--- src/hw/rtl/assert_macros.svh ---
// Assertion helpers for the RTL files.
`ifndef ASSERT_MACROS_SVH
`define ASSERT_MACROS_SVH

// Same-cycle implication, gated off during reset.
`define ASSERT_IMP(label, clk, rst_n, ante, cons, msg) \
    label: assert property (@(posedge clk) disable iff (!(rst_n)) (ante) |-> (cons)) \
        else $error(msg);

// Next-cycle implication, gated off during reset.
`define ASSERT_NEXT(label, clk, rst_n, ante, cons, msg) \
    label: assert property (@(posedge clk) disable iff (!(rst_n)) (ante) |=> (cons)) \
        else $error(msg);

`endif

--- src/hw/rtl/far_pkg.sv ---
package far_pkg;

    localparam int AXES     = 4;
    localparam int AXIS_W   = 2;
    localparam int TARGET_W = 18;
    localparam int OUT_W    = 15;
    localparam int STEP_W   = 15;

    localparam int ANGLE_FRAC_BITS = 12;

    localparam logic [STEP_W-1:0] STEP_RESET = 15'd41;

    // pi scaled by 2^32, rounded to nearest at the fraction width at elaboration
    localparam longint PI_SCALED32 = 64'sd13493037705;

    typedef logic signed [TARGET_W-1:0] t_target;
    typedef logic signed [OUT_W-1:0]    t_out_angle;
    typedef logic [STEP_W-1:0]          t_step;

endpackage

--- src/hw/rtl/far_cfg_if.sv ---
interface far_cfg_if import far_pkg::*; ();
    logic  valid;
    logic  ready;
    t_step step_size;

    modport source (output valid, output step_size, input ready);
    modport sink   (input valid, input step_size, output ready);
endinterface

--- src/hw/rtl/far_in_if.sv ---
interface far_in_if import far_pkg::*; ();
    logic    valid;
    logic    ready;
    logic    mode;
    t_target target_left_front;
    t_target target_right_front;
    t_target target_left_back;
    t_target target_right_back;

    modport source (
        output valid, output mode,
        output target_left_front, output target_right_front,
        output target_left_back, output target_right_back,
        input ready
    );
    modport sink (
        input valid, input mode,
        input target_left_front, input target_right_front,
        input target_left_back, input target_right_back,
        output ready
    );
endinterface

--- src/hw/rtl/far_out_if.sv ---
interface far_out_if import far_pkg::*; ();
    logic       valid;
    logic       ready;
    t_out_angle angle_left_front;
    t_out_angle angle_right_front;
    t_out_angle angle_left_back;
    t_out_angle angle_right_back;
    logic       move_done;

    modport source (
        output valid,
        output angle_left_front, output angle_right_front,
        output angle_left_back, output angle_right_back,
        output move_done,
        input ready
    );
    modport sink (
        input valid,
        input angle_left_front, input angle_right_front,
        input angle_left_back, input angle_right_back,
        input move_done,
        output ready
    );
endinterface

--- src/hw/rtl/far_div.sv ---
module far_div #(
    parameter int W = 19
) (
    input  logic         i_clk,
    input  logic         i_rst_n,
    input  logic         i_start,
    input  logic [W-1:0] i_dividend,
    input  logic [W-1:0] i_divisor,
    output logic         o_done,
    output logic [W-1:0] o_quotient,
    output logic [W-1:0] o_remainder
);

    localparam int CW = $clog2(W + 1);

    logic [W-1:0]  r_quo;
    logic [W-1:0]  r_rem;
    logic [W-1:0]  r_div;
    logic [CW-1:0] r_cnt;
    logic          r_busy;
    logic          r_done;

    logic [W:0]    n_shift;
    logic [W:0]    n_trial;

    // one quotient bit per cycle, restoring
    assign n_shift = {r_rem, r_quo[W-1]};
    assign n_trial = n_shift - {1'b0, r_div};

    always_ff @(posedge i_clk) begin
        if (!i_rst_n) begin
            r_busy <= 1'b0;
            r_done <= 1'b0;
            r_cnt  <= '0;
        end else begin
            r_done <= 1'b0;
            if (i_start) begin
                r_quo  <= i_dividend;
                r_rem  <= '0;
                r_div  <= i_divisor;
                r_cnt  <= CW'(W);
                r_busy <= 1'b1;
            end else if (r_busy) begin
                if (!n_trial[W]) begin
                    r_rem <= n_trial[W-1:0];
                    r_quo <= {r_quo[W-2:0], 1'b1};
                end else begin
                    r_rem <= n_shift[W-1:0];
                    r_quo <= {r_quo[W-2:0], 1'b0};
                end
                r_cnt <= r_cnt - CW'(1);
                if (r_cnt == CW'(1)) begin
                    r_busy <= 1'b0;
                    r_done <= 1'b1;
                end
            end
        end
    end

    assign o_done      = r_done;
    assign o_quotient  = r_quo;
    assign o_remainder = r_rem;

endmodule

--- src/hw/rtl/far_wrap.sv ---
module far_wrap #(
    parameter int VW   = 19,
    parameter int HW   = 15,
    parameter int PI_Q = 12868
) (
    input  logic                 i_clk,
    input  logic                 i_rst_n,
    input  logic                 i_start,
    input  logic signed [VW-1:0] i_value,
    output logic                 o_done,
    output logic signed [HW-1:0] o_angle
);

    localparam logic signed [VW-1:0] L_PI   = VW'(PI_Q);
    localparam logic signed [VW-1:0] L_NPI  = VW'(-PI_Q);
    localparam logic signed [VW-1:0] L_TURN = VW'(2 * PI_Q);

    logic signed [VW-1:0] r_val;
    logic                 r_busy;
    logic                 r_done;

    logic                 n_above;
    logic                 n_below;
    logic signed [VW-1:0] n_val;

    // one whole turn per cycle through a single adder
    assign n_above = r_val > L_PI;
    assign n_below = r_val < L_NPI;
    assign n_val   = r_val + (n_above ? -L_TURN : L_TURN);

    always_ff @(posedge i_clk) begin
        if (!i_rst_n) begin
            r_busy <= 1'b0;
            r_done <= 1'b0;
        end else begin
            r_done <= 1'b0;
            if (i_start) begin
                r_val  <= i_value;
                r_busy <= 1'b1;
            end else if (r_busy) begin
                if (n_above || n_below) begin
                    r_val <= n_val;
                end else begin
                    r_busy <= 1'b0;
                    r_done <= 1'b1;
                end
            end
        end
    end

    assign o_done  = r_done;
    assign o_angle = HW'(r_val);

endmodule

--- src/hw/rtl/four_axis_angle_ramp.sv ---
// channel  dir  handshake    word
// i_cfg    in   valid/ready  step_size, 15 b unsigned, always ready
// i_in     in   valid/ready  mode, four targets, 18 b signed
// o_out    out  valid/ready  four angles, 15 b signed, move_done
//
// Move word: divider width NW = max(18, F + 3) + 1; the shared restoring
// divider (one bit a cycle) runs for maxd / step, then for each axis.
// Tick word: each axis in turn loses whole turns in the shared wrap adder;
// idle ticks produce no result. Result sits in an output
// register; the next word is accepted once that register is loaded.
// Reset is synchronous, active low: held angles zero, step_size 41, idle.
`include "assert_macros.svh"

module four_axis_angle_ramp import far_pkg::*; (
    input  logic      i_clk,
    input  logic      i_rst_n,
    far_cfg_if.sink   i_cfg,
    far_in_if.sink    i_in,
    far_out_if.source o_out
);

    localparam int PI_Q = int'((PI_SCALED32 + (64'sd1 <<< (31 - ANGLE_FRAC_BITS)))
                               >>> (32 - ANGLE_FRAC_BITS));
    localparam int HW = ANGLE_FRAC_BITS + 3;
    localparam int MW = (HW > TARGET_W) ? HW : TARGET_W;
    localparam int DW = MW + 1;
    localparam int NW = MW + 1;

    localparam logic signed [HW-1:0] L_PI  = HW'(PI_Q);
    localparam logic signed [HW-1:0] L_NPI = HW'(-PI_Q);

    typedef enum logic [3:0] {
        S_IDLE, S_DIFF, S_NGO, S_NWAIT, S_QGO, S_QWAIT, S_WGO, S_WWAIT, S_OUT
    } t_state;

    t_state                 r_state;
    logic [AXIS_W-1:0]      r_axis;
    t_step                  r_step;
    logic signed [HW-1:0]   r_held  [AXES];
    logic signed [HW-1:0]   r_start [AXES];
    t_target                r_goal  [AXES];
    logic                   r_neg   [AXES];
    logic [MW-1:0]          r_mag   [AXES];
    logic [MW-1:0]          r_qd    [AXES];
    logic [NW-1:0]          r_rd    [AXES];
    logic [MW:0]            r_q     [AXES];
    logic [NW-1:0]          r_r     [AXES];
    logic [MW-1:0]          r_maxd;
    logic [NW-1:0]          r_index;
    logic [NW-1:0]          r_total;
    logic                   r_moving;
    logic                   r_last;
    logic                   r_out_valid;
    t_out_angle             r_out_ang [AXES];
    logic                   r_out_done;

    t_target                w_tgt [AXES];
    logic                   w_in_acc;
    logic signed [DW-1:0]   w_diff;
    logic [MW-1:0]          w_mag;
    t_step                  w_step;
    logic                   w_div_start;
    logic [NW-1:0]          w_dividend;
    logic [NW-1:0]          w_divisor;
    logic                   w_div_done;
    logic [NW-1:0]          w_quo;
    logic [NW-1:0]          w_rem;
    logic signed [DW:0]     w_qs;
    logic signed [DW:0]     w_sum;
    logic signed [DW-1:0]   w_value;
    logic [NW:0]            n_rsum;
    logic                   w_wrap_done;
    logic signed [HW-1:0]   w_wrap_angle;
    logic                   w_held_ok;

    assign w_tgt[0] = i_in.target_left_front;
    assign w_tgt[1] = i_in.target_right_front;
    assign w_tgt[2] = i_in.target_left_back;
    assign w_tgt[3] = i_in.target_right_back;

    assign i_cfg.ready = 1'b1;
    assign i_in.ready  = (r_state == S_IDLE);
    assign w_in_acc    = i_in.valid && (r_state == S_IDLE);

    assign w_diff = DW'(r_goal[r_axis]) - DW'(r_start[r_axis]);
    assign w_mag  = MW'(w_diff[DW-1] ? -w_diff : w_diff);
    assign w_step = (r_step == '0) ? STEP_W'(1) : r_step;

    // shared divider: first maxd / step, then each |diff| / N
    assign w_div_start = (r_state == S_NGO) || (r_state == S_QGO);
    assign w_dividend  = (r_state == S_NGO) ? NW'(r_maxd) : NW'(r_mag[r_axis]);
    assign w_divisor   = (r_state == S_NGO) ? NW'(w_step) : r_total;

    far_div #(.W(NW)) u_div (
        .i_clk       (i_clk),
        .i_rst_n     (i_rst_n),
        .i_start     (w_div_start),
        .i_dividend  (w_dividend),
        .i_divisor   (w_divisor),
        .o_done      (w_div_done),
        .o_quotient  (w_quo),
        .o_remainder (w_rem)
    );

    // point i of an axis: start +/- floor(|diff| * i / N), kept as q, r
    assign w_qs    = r_neg[r_axis] ? -$signed({1'b0, r_q[r_axis]})
                                   :  $signed({1'b0, r_q[r_axis]});
    assign w_sum   = (DW + 1)'(r_start[r_axis]) + w_qs;
    assign w_value = r_last ? DW'(r_goal[r_axis]) : DW'(w_sum);
    assign n_rsum  = (NW + 1)'(r_r[r_axis]) + (NW + 1)'(r_rd[r_axis]);

    far_wrap #(.VW(DW), .HW(HW), .PI_Q(PI_Q)) u_wrap (
        .i_clk   (i_clk),
        .i_rst_n (i_rst_n),
        .i_start (r_state == S_WGO),
        .i_value (w_value),
        .o_done  (w_wrap_done),
        .o_angle (w_wrap_angle)
    );

    always_ff @(posedge i_clk) begin
        if (!i_rst_n) begin
            r_state     <= S_IDLE;
            r_axis      <= '0;
            r_step      <= STEP_RESET;
            r_moving    <= 1'b0;
            r_last      <= 1'b0;
            r_index     <= '0;
            r_total     <= '0;
            r_out_valid <= 1'b0;
            for (int k = 0; k < AXES; k++) begin
                r_held[k] <= '0;
            end
        end else begin
            if (i_cfg.valid) begin
                r_step <= i_cfg.step_size;
            end
            if (r_out_valid && o_out.ready && (r_state != S_OUT)) begin
                r_out_valid <= 1'b0;
            end
            case (r_state)
                S_IDLE: begin
                    r_axis <= '0;
                    if (w_in_acc) begin
                        if (i_in.mode) begin
                            for (int k = 0; k < AXES; k++) begin
                                r_goal[k]  <= w_tgt[k];
                                r_start[k] <= r_held[k];
                            end
                            r_moving <= 1'b0;
                            r_index  <= '0;
                            r_maxd   <= '0;
                            r_state  <= S_DIFF;
                        end else if (r_moving) begin
                            r_last <= (r_index > r_total);
                            if (r_index <= r_total) begin
                                r_index <= r_index + NW'(1);
                            end else begin
                                r_moving <= 1'b0;
                            end
                            r_state <= S_WGO;
                        end
                    end
                end
                S_DIFF: begin
                    r_neg[r_axis] <= w_diff[DW-1];
                    r_mag[r_axis] <= w_mag;
                    if (w_mag > r_maxd) begin
                        r_maxd <= w_mag;
                    end
                    r_axis <= r_axis + AXIS_W'(1);
                    if (r_axis == AXIS_W'(AXES - 1)) begin
                        r_state <= S_NGO;
                    end
                end
                S_NGO: begin
                    r_state <= S_NWAIT;
                end
                S_NWAIT: begin
                    if (w_div_done) begin
                        r_total <= w_quo + NW'(1);
                        r_axis  <= '0;
                        r_state <= S_QGO;
                    end
                end
                S_QGO: begin
                    r_state <= S_QWAIT;
                end
                S_QWAIT: begin
                    if (w_div_done) begin
                        r_qd[r_axis] <= MW'(w_quo);
                        r_rd[r_axis] <= w_rem;
                        r_q[r_axis]  <= '0;
                        r_r[r_axis]  <= '0;
                        r_axis       <= r_axis + AXIS_W'(1);
                        if (r_axis == AXIS_W'(AXES - 1)) begin
                            r_moving <= 1'b1;
                            r_state  <= S_IDLE;
                        end else begin
                            r_state <= S_QGO;
                        end
                    end
                end
                S_WGO: begin
                    // advance this axis to the next point
                    if (!r_last) begin
                        if (n_rsum >= (NW + 1)'(r_total)) begin
                            r_r[r_axis] <= NW'(n_rsum - (NW + 1)'(r_total));
                            r_q[r_axis] <= r_q[r_axis] + (MW + 1)'(r_qd[r_axis])
                                         + (MW + 1)'(1);
                        end else begin
                            r_r[r_axis] <= NW'(n_rsum);
                            r_q[r_axis] <= r_q[r_axis] + (MW + 1)'(r_qd[r_axis]);
                        end
                    end
                    r_state <= S_WWAIT;
                end
                S_WWAIT: begin
                    if (w_wrap_done) begin
                        r_held[r_axis] <= w_wrap_angle;
                        r_axis         <= r_axis + AXIS_W'(1);
                        if (r_axis == AXIS_W'(AXES - 1)) begin
                            r_state <= S_OUT;
                        end else begin
                            r_state <= S_WGO;
                        end
                    end
                end
                S_OUT: begin
                    // hold until the output register is free
                    if (!r_out_valid || o_out.ready) begin
                        for (int k = 0; k < AXES; k++) begin
                            r_out_ang[k] <= OUT_W'(r_held[k]);
                        end
                        r_out_done  <= r_last;
                        r_out_valid <= 1'b1;
                        r_state     <= S_IDLE;
                    end
                end
                default: begin
                    r_state <= S_IDLE;
                end
            endcase
        end
    end

    assign o_out.valid             = r_out_valid;
    assign o_out.angle_left_front  = r_out_ang[0];
    assign o_out.angle_right_front = r_out_ang[1];
    assign o_out.angle_left_back   = r_out_ang[2];
    assign o_out.angle_right_back  = r_out_ang[3];
    assign o_out.move_done         = r_out_done;

    always_comb begin
        w_held_ok = 1'b1;
        for (int k = 0; k < AXES; k++) begin
            if (r_held[k] > L_PI || r_held[k] < L_NPI) begin
                w_held_ok = 1'b0;
            end
        end
    end

    `ASSERT_IMP(a_div_done_wait, i_clk, i_rst_n, w_div_done, (r_state == S_NWAIT) || (r_state == S_QWAIT), "divider finished outside a wait state")
    `ASSERT_IMP(a_index_bound, i_clk, i_rst_n, r_moving, (NW + 1)'(r_index) <= (NW + 1)'(r_total) + (NW + 1)'(1), "point index ran past the last point")
    `ASSERT_IMP(a_held_range, i_clk, i_rst_n, 1'b1, w_held_ok, "held angle outside plus minus pi")
    `ASSERT_NEXT(a_tick_busy, i_clk, i_rst_n, w_in_acc && !i_in.mode && r_moving, !i_in.ready, "ready during a running tick")

endmodule

--- src/flat_wrapper.sv ---
// flat-port wrapper written by rule: the top's interface ports become plain ports
module four_axis_angle_ramp_flat import far_pkg::*;
  (i_clk, i_rst_n, i_cfg_valid, i_cfg_step_size, i_cfg_ready, i_in_valid, i_in_mode, i_in_target_left_front, i_in_target_right_front, i_in_target_left_back, i_in_target_right_back, i_in_ready, o_out_valid, o_out_angle_left_front, o_out_angle_right_front, o_out_angle_left_back, o_out_angle_right_back, o_out_move_done, o_out_ready);
  far_cfg_if i_cfg_i ();
  far_in_if i_in_i ();
  far_out_if o_out_i ();
  input  logic i_clk;
  input  logic i_rst_n;
  input wire logic [$bits(i_cfg_i.valid)-1:0] i_cfg_valid;
  input wire logic [$bits(i_cfg_i.step_size)-1:0] i_cfg_step_size;
  output wire logic [$bits(i_cfg_i.ready)-1:0] i_cfg_ready;
  input wire logic [$bits(i_in_i.valid)-1:0] i_in_valid;
  input wire logic [$bits(i_in_i.mode)-1:0] i_in_mode;
  input wire logic [$bits(i_in_i.target_left_front)-1:0] i_in_target_left_front;
  input wire logic [$bits(i_in_i.target_right_front)-1:0] i_in_target_right_front;
  input wire logic [$bits(i_in_i.target_left_back)-1:0] i_in_target_left_back;
  input wire logic [$bits(i_in_i.target_right_back)-1:0] i_in_target_right_back;
  output wire logic [$bits(i_in_i.ready)-1:0] i_in_ready;
  output wire logic [$bits(o_out_i.valid)-1:0] o_out_valid;
  output wire logic [$bits(o_out_i.angle_left_front)-1:0] o_out_angle_left_front;
  output wire logic [$bits(o_out_i.angle_right_front)-1:0] o_out_angle_right_front;
  output wire logic [$bits(o_out_i.angle_left_back)-1:0] o_out_angle_left_back;
  output wire logic [$bits(o_out_i.angle_right_back)-1:0] o_out_angle_right_back;
  output wire logic [$bits(o_out_i.move_done)-1:0] o_out_move_done;
  input wire logic [$bits(o_out_i.ready)-1:0] o_out_ready;
  assign i_cfg_i.valid = i_cfg_valid;
  assign i_cfg_i.step_size = i_cfg_step_size;
  assign i_cfg_ready = i_cfg_i.ready;
  assign i_in_i.valid = i_in_valid;
  assign i_in_i.mode = i_in_mode;
  assign i_in_i.target_left_front = i_in_target_left_front;
  assign i_in_i.target_right_front = i_in_target_right_front;
  assign i_in_i.target_left_back = i_in_target_left_back;
  assign i_in_i.target_right_back = i_in_target_right_back;
  assign i_in_ready = i_in_i.ready;
  assign o_out_valid = o_out_i.valid;
  assign o_out_angle_left_front = o_out_i.angle_left_front;
  assign o_out_angle_right_front = o_out_i.angle_right_front;
  assign o_out_angle_left_back = o_out_i.angle_left_back;
  assign o_out_angle_right_back = o_out_i.angle_right_back;
  assign o_out_move_done = o_out_i.move_done;
  assign o_out_i.ready = o_out_ready;
  four_axis_angle_ramp u_core (.i_clk(i_clk), .i_rst_n(i_rst_n), .i_cfg(i_cfg_i), .i_in(i_in_i), .o_out(o_out_i));
endmodule
--- config.mk ---
export PLATFORM = sky130hd
export DESIGN_NAME = four_axis_angle_ramp_flat
export DESIGN_NICKNAME = d
export VERILOG_FILES = /design/src/hw/rtl/far_pkg.sv /design/src/hw/rtl/far_cfg_if.sv /design/src/hw/rtl/far_in_if.sv /design/src/hw/rtl/far_out_if.sv /design/src/hw/rtl/far_div.sv /design/src/hw/rtl/far_wrap.sv /design/src/hw/rtl/four_axis_angle_ramp.sv /design/src/flat_wrapper.sv
export VERILOG_INCLUDE_DIRS = /design/src /design/src/hw/rtl
export SDC_FILE = /design/constraint.sdc
export NUM_CORES = 1
export LEC_CHECK = 0
export ABC_CLOCK_PERIOD_IN_PS = 9050
export BUFFER_PORTS_ARGS = -buffer_cell sky130_fd_sc_hd__buf_2
export CORE_ASPECT_RATIO = 1.4
export CORE_MARGIN = 2
export CORE_UTILIZATION = 40
export DETAILED_ROUTE_END_ITERATION = 6
export HOLD_SLACK_MARGIN = 0.1
export PLACE_DENSITY = 0.53
export SETUP_SLACK_MARGIN = 0.4
export SYNTH_ARGS = -nofsm -noshare
export SYNTH_HDL_FRONTEND = slang
export SYNTH_SLANG_ARGS = --single-unit
--- constraint.sdc ---
create_clock -name i_clk -period 9.05 [get_ports i_clk]
set_input_delay 0.4525 -clock i_clk [delete_from_list [all_inputs] [get_ports i_clk]]
set_output_delay 0.4525 -clock i_clk [all_outputs]
set_load 0.01 [all_outputs]
==> results of run 1 <==
[worst register-to-register path, stage by stage (launching register included)]
cell	delay (ns)
sky130_fd_sc_hd__dfxtp_4	1.01
sky130_fd_sc_hd__mux4_2	0.76
sky130_fd_sc_hd__inv_1	0.10
sky130_fd_sc_hd__ha_1	0.31
sky130_fd_sc_hd__a21o_1	0.25
sky130_fd_sc_hd__a21oi_1	0.34
sky130_fd_sc_hd__o21ai_0	0.19
sky130_fd_sc_hd__a31oi_1	0.19
sky130_fd_sc_hd__o31ai_1	0.12
sky130_fd_sc_hd__o31a_1	0.28
sky130_fd_sc_hd__o22a_1	0.24
sky130_fd_sc_hd__inv_1	0.43
sky130_fd_sc_hd__o21ai_0	0.22
sky130_fd_sc_hd__xnor2_1	0.43
sky130_fd_sc_hd__ha_1	0.36
sky130_fd_sc_hd__a21o_1	0.17
sky130_fd_sc_hd__a21oi_1	0.16
sky130_fd_sc_hd__a21oi_1	0.09
sky130_fd_sc_hd__o31a_1	0.27
sky130_fd_sc_hd__o21ai_0	0.14
sky130_fd_sc_hd__nand2b_1	0.07
sky130_fd_sc_hd__a21o_1	0.17
sky130_fd_sc_hd__a211oi_1	0.26
sky130_fd_sc_hd__o21bai_1	0.24
sky130_fd_sc_hd__buf_4	0.27
[kinds of logic after synthesis]
logic type	after synthesis
AOI/OAI and AO/OA	505
DFF	796
adders and majority gates	180
and+or+nand+nor	761
other	1
buffers and inverters	246
xor gates and xnor gates	158
muxes	172
[placed cells by master (no fill, tap or decap), drive strengths merged, types with 20 or more instances in the layout]
cell type    netlist  layout
nor2             156     156
mux2i             45      45
a21oi            125     125
dlygate4sd3        0      87
o21a              20      20
inv              140     144
edfxtp           723     723
nor2b             56      56
and3              23      23
and2              89      89
ha               173     173
nand2            181     181
a21o              34      34
or3               28      28
buf               27     190
xor2              59      59
o21ai            120     120
clkinv             0      31
nor3              52      52
dfxtp             73      73
nand3             57      57
nor4              24      24
o211a             21      21
a211oi            25      25
nand2b            25      25
clkbuf            77     103
mux4             127     127
xnor2             99      99
[worst max path at each step]
stage | depth (start not counted) | end | slack, ns | startpoint
finish | 24 | u_core.r_maxd[7] | 1.69 | flip-flop
global placement | 24 | u_core.r_maxd[7] | 1.87 | flip-flop
CTS | 24 | u_core.r_maxd[7] | 1.69 | flip-flop
floorplan | 22 | u_core.r_maxd[0] | 1.47 | flip-flop
global route | 24 | u_core.r_maxd[7] | 1.07 | flip-flop
detailed placement | 24 | u_core.r_maxd[1] | 1.76 | flip-flop
[stage by stage]
stage,instances,area [um2],util (%),power (mW)
2_1_floorplan,2819,38400,-,8.05
3_3_place_gp,4127,40600,42.6,9.20
3_5_place_dp,4127,40600,42.6,9.29
4_1_cts,4366,44200,46.4,12.8
5_1_grt,4366,44200,46.4,13.4
6_report,4366,44200,46.4,12.7
[report_power, final]
part	leakage (nW)	switching (mW)	internal (mW)	total (mW)
clock network	1.33	1.50	1.97	3.48
registers	7.44	0.309	4.58	4.89
logic	7.34	2.63	1.73	4.36
total	16.1	4.44	8.29	12.7
[registers in the layout, summed over array words and instances, names as in the netlist, 19 cells and up, named ones only]
signal                    flops
u_core.r_mag                 72
u_core.r_q                   76
u_core.u_div.o_quotient      19
u_core.u_div.o_remainder     19
u_core.r_goal                72
u_core.r_start               60
u_core.r_r                   76
u_core.r_index               19
u_core.r_qd                  72
u_core.r_held                60
u_core.r_out_ang             60
u_core.u_wrap.r_val          19
u_core.u_div.r_div           19
u_core.r_total               19
u_core.r_rd                  76
[metal layers]
metal	vias to the layer above	GRT usage [%]	part of all wire (%)
li1	11300	-	-
met1	12100	23.2	39
met2	602	38.8	53
met3	182	2.66	3.7
met4	2	9.51	4.2
met5	-	0	0.017
[cell type report]
| cell class | count | area [um2] | area share (%) |
|---|---|---|---|
| clock buffer | 103 | 2190 | 4.94 |
| clock inverter | 49 | 587 | 1.33 |
| inverter | 140 | 526 | 1.19 |
| multi-input combinational | 1777 | 14300 | 32.3 |
| sequential | 796 | 23200 | 52.4 |
| tap | 1224 | 1530 | 3.46 |
| timing repair buffer | 277 | 1910 | 4.32 |
==> results.toml, run 1 <==
[yosys]
post_synth_inst_count = 2819
total_of_warnings_raised_by_yosys = 0
yosys.area_share.xor_xnor_pct = 3.60
top_cell_types_by_occurrence_after_synthesis = "723 x sky130_fd_sc_hd__edfxtp_1, 181 x sky130_fd_sc_hd__nand2_1, 173 x sky130_fd_sc_hd__ha_1, 155 x sky130_fd_sc_hd__nor2_1, 140 x sky130_fd_sc_hd__inv_1"
synth-compound-area-share_pct = 8.70
netlist.top_cell.by_area = "sky130_fd_sc_hd__edfxtp_1"
asyncSetResetFlopFracSynth_pct = 0
synth.area.top_cells = "sky130_fd_sc_hd__edfxtp_1 57%, sky130_fd_sc_hd__mux4_2 7.2%, sky130_fd_sc_hd__ha_1 5.6%, sky130_fd_sc_hd__dfxtp_1 3.8%, sky130_fd_sc_hd__xnor2_1 2.3%"
syn-mean-instance-area_um2 = 13.6
synth_area_um2 = 38400
synth-seq-area-share_pct = 60.3
synth_simple_gate_area_share_pct = 10.1
largest_family_of_logic_cells_by_synthesized_area = "simple AND/OR/NAND/NOR gates"
syn-num-nets = 3092
netlist-cell-type-count = 84
yosys_register_bits = 796
synth_adder_area_share_pct = 6.00
muxShareOfSynthArea_pct = 8.66
synth-edff-count = 723
yosysMostFrequentCell = "sky130_fd_sc_hd__edfxtp_1"
synth_flop_cell = "sky130_fd_sc_hd__edfxtp_1"
post-synth-top-area-fraction_pct = 56.5

[routing]
vias = 24200
remaining_drc_errors = 0
detail_route.iter0.violations = 1652
ant_nets = 0
avgRoutedWirePerCell_um = 23.3
drt-total-wl_um = 102000
route.detailed.vias_per_inst = 5.54
detailedRoute.firstPassIterationCount = 7

[min_path]
min_path_cells = 3
hp-class = "primary input to flip-flop"
min-delay-start = "o_out_ready"
worst_case_hold_path_end_point = "u_core.o_out.valid"

[flow_run]
cap_violations = 0

[worst_setup_path]
critical_path_required_time_ns = 9.47
cp_cell_instances = "mux4_2 -> inv_1 -> ha_1 -> a21o_1 -> a21oi_1 -> o21ai_0 -> a31oi_1 -> o31ai_1 -> o31a_1 -> o22a_1 -> inv_1 -> o21ai_0 -> xnor2_1 -> ha_1 -> a21o_1 -> a21oi_1 -> a21oi_1 -> o31a_1 -> o21ai_0 -> nand2b_1 -> a21o_1 -> a211oi_1 -> o21bai_1 -> buf_4"
worst-path-buf-inv = 3
cp_data_arrival_time_ns = 7.78
cpPeakStageDelay_ns = 1.01
cp_top_family = "compound AO/OA/AOI/OAI gates"
rr_worst_depth = 24
crit_path_max_fanout = 42
critPathLaunchType = "flip-flop"
regToRegEndpoint = "u_core.r_maxd[7]"
critical-path-slowest-cell = "sky130_fd_sc_hd__dfxtp_4"
timing.critical_path.to_type = "flip-flop"
ff2ff_setup_slack_ns = 1.69
crit_path_category = "flip-flop to flip-flop"

[cts]
number_of_buffers_inserted_during_clock_tree_synthesis = 83
clk_root_buffer_cell = "sky130_fd_sc_hd__clkbuf_16"
tritoncts_num_sinks = 796
worstSkewPairLatency_ns = 0.69
cts.repair_timing.setup_buffer_count = 0
clk_pin_slew_worst_paths_ns = 0.07
cts_max_level = 3
holdBufCountCts = 87
clock_tree.buffer_depth = 3
cts_tree = "yes"
cts-resized-gates = 0

[global_routing]
grt_overflow = 0
grt_start_max_net_pins = 80
grt_pass1_wl_um = 153000
first_global_vias = 25100
grt_antenna_before_repair = 2
grt.total_usage_pct = 20.7

[placement]
finalWeightedCongestion = 0.899
dp_slack_ns = 1.76
place.port_buffers = 155
hpwl_um = 72100

[sta]
hold-worst-slack_ns = 0.169
minimum_clock_period_after_layout_ns = 7.36
layout_worst_path_cycle_share_pct = 81.3
final.setup.worst_slack_ns = 1.69
slew_headroom_pct = 21.9
slew_viol_final = 0
tightest_slew_ns = 1.17
fmax_mhz = 136
grt_setup_unrepaired = "no"
clock_skew_ns = 0.0416
finalHoldViolCount = 0
setup_tns_ns = 0
setup-violations-final = 0

[finish]
syn2layout_area_growth_pct = 15.1
num-fill-cells = 8447
diodes_inserted = 0
post_route_cells_drive_above_1_share_pct = 15.3
nNetsFinal = 3348

[pwr]
power.density_nw_per_um2 = 288
p_leak_nw = 16.1
power.ir.vdd_worst_uv = 254

[die]
rows = 134
coreArea_um2 = 95200
die_x_um = 266
initial_utilization_pct = 40.3
die_height_um = 371
die-area_um2 = 98500
ios = 157

[status]
status = "finished, final reports clean"
(Power assumes the default switching activity.)
==> run 2, diff against run 1 <==
ABC_CLOCK_PERIOD_IN_PS = 6790   (was 9050)
clock period = 6.79 ns   (was 9.05 ns; I/O delays follow)
==> results.toml, run 2 (same netlist as run 1, synthesis figures left out) <==
[sta]
clock_skew_ns = 0.0365
setup_tns_ns = 0
finalHoldViolCount = 0
slew_headroom_pct = 24.3
grt_setup_unrepaired = "no"
layout_worst_path_cycle_share_pct = 89.4
fmax_mhz = 165
slew_viol_final = 0
setup-violations-final = 0
tightest_slew_ns = 1.14
minimum_clock_period_after_layout_ns = 6.07

[finish]
num-fill-cells = 8369
layout_common_cells = "723 x sky130_fd_sc_hd__edfxtp_1, 181 x sky130_fd_sc_hd__nand2_1, 173 x sky130_fd_sc_hd__ha_1, 155 x sky130_fd_sc_hd__buf_2, 153 x sky130_fd_sc_hd__nor2_1"
syn2layout_area_growth_pct = 15.7
instances_no_fill = 4397
nNetsFinal = 3381
largestRegisters = "u_core.r_q: 76 flops, u_core.r_r: 76 flops, u_core.r_rd: 76 flops"
post_route_cells_drive_above_1_share_pct = 16.5
final_common_cell = "sky130_fd_sc_hd__edfxtp_1"
diodes_inserted = 0

[global_routing]
grt_pass1_wl_um = 153000
grt_start_max_net_pins = 61
grt.total_usage_pct = 20.9
grt_overflow = 0
grt_antenna_before_repair = 1
first_global_vias = 24800

[placement]
place.port_buffers = 155
hpwl_um = 73200
finalWeightedCongestion = 0.895
total_placed_cells_including_tap_cells = 4153

[worst_setup_path]
cp_data_arrival_time_ns = 6.42
critical_path_required_time_ns = 7.14
critPathLaunchType = "flip-flop"
timing.critical_path.to_type = "flip-flop"
worstSetupPathDepth = 19
cp_top_family = "compound AO/OA/AOI/OAI gates"
worst-path-buf-inv = 3
rr_worst_depth = 19
critical-path-slowest-cell = "sky130_fd_sc_hd__mux4_2"
crit_path_max_fanout = 18
cp_cell_instances = "buf_12 -> buf_12 -> mux4_2 -> ha_1 -> nor2b_1 -> o31a_1 -> o31a_1 -> o21ai_0 -> o21ai_0 -> xor2_1 -> or3_1 -> o41ai_2 -> xnor2_2 -> ha_1 -> and4_1 -> a41oi_1 -> o2111ai_1 -> o21bai_2 -> buf_4"
crit_path_category = "flip-flop to flip-flop"
cpPeakStageDelay_ns = 0.58

[routing]
remaining_drc_errors = 0
detailedRoute.firstPassIterationCount = 5
avgRoutedWirePerCell_um = 23.5
detail_route.iter0.violations = 1671
ant_nets = 0
vias = 24400
route.detailed.vias_per_inst = 5.55
drt-total-wl_um = 103000

[cts]
clock_tree.buffer_depth = 3
clk_pin_slew_worst_paths_ns = 0.06
cts_tree = "yes"
tritoncts_num_sinks = 796
number_of_buffers_inserted_during_clock_tree_synthesis = 81
clk_root_buffer_cell = "sky130_fd_sc_hd__clkbuf_16"
worstSkewPairLatency_ns = 0.68
cts_max_level = 3

[die]
initial_utilization_pct = 40.3
die-area_um2 = 98500
ios = 157
die_height_um = 371
rows = 134
die_x_um = 266
coreArea_um2 = 95200

[pwr]
power.density_nw_per_um2 = 384
p_leak_nw = 16.3
power.ir.vdd_worst_uv = 265

[flow_run]
cap_violations = 0

[status]
status = "finished, final reports clean"

[min_path]
hp-class = "primary input to flip-flop"
min_path_cells = 3
[run 2: path summary, 6_finish.rpt]
path | from | end | slack, ns
hold reg to reg | u_core.r_held[0][11] | u_core.r_start[0][11] | 0.45
setup / recovery | flip-flop | u_core.r_maxd[15] | 0.72
hold / removal | i_cfg_valid | u_core.r_step[5] | 0.18
setup reg to reg | flip-flop | u_core.r_maxd[15] | 0.72
[run 2: layout make-up]
| class | instances | area, um2 | share of cell area (%) |
|---|---|---|---|
| multi-input combinational | 1777 | 14400 | 32.4 |
| timing repair buffer | 312 | 2250 | 5.06 |
| inverter | 140 | 528 | 1.19 |
| tap | 1224 | 1530 | 3.45 |
| clock inverter | 49 | 432 | 0.971 |
| clock buffer | 99 | 2130 | 4.79 |
| sequential | 796 | 23200 | 52.2 |
[run 2: routing by layer]
| layer | track usage [%] | vias up | share of wire (%) |
|---|---|---|---|
| li1 | - | 11300 | - |
| met1 | 23.1 | 12200 | 38 |
| met2 | 39.0 | 600 | 53 |
| met3 | 2.48 | 206 | 3.5 |
| met4 | 10.8 | 2 | 5.1 |
| met5 | 0 | - | 0.014 |
[run 2: what timing repair did]
action	in CTS	in global routing
pin swaps	0	3
hold buffers	88	0
setup buffers	4	4
resized for setup	1	17
setup endpoints to repair	30	138
hold endpoints to repair	88	0
[run 2: power breakdown]
| group | internal [mW] | switching (mW) | total (mW) |
|---|---|---|---|
| clock | 2.41 | 1.95 | 4.37 |
| combinational | 2.50 | 3.73 | 6.23 |
| sequential | 6.10 | 0.361 | 6.46 |
[run 2: metrics by stage]
stage	power (mW)	utilization (%)	hold WS (ns)	worst slack [ns]	instance area, um2
after floorplan	10.7	-	0.421	0.407	38500
after global placement	12.5	42.9	0.434	0.414	40800
after detailed placement	12.6	42.9	0.433	0.287	40800
after CTS	17.1	46.5	0.143	0.543	44300
after global routing	18.0	46.7	0.206	0.424	44400
final	17.1	46.7	0.180	0.718	44400
[run 2: worst reg2reg max path, delay by kind of cell (launching register included)]
family,cells,cell delay (ns)
mux,1,0.58
compound gates,8,2.27
xor+xnor,2,0.46
simple gates,3,0.82
buf+inv,3,0.62
flops,1,0.37
fa+ha+maj,2,0.64
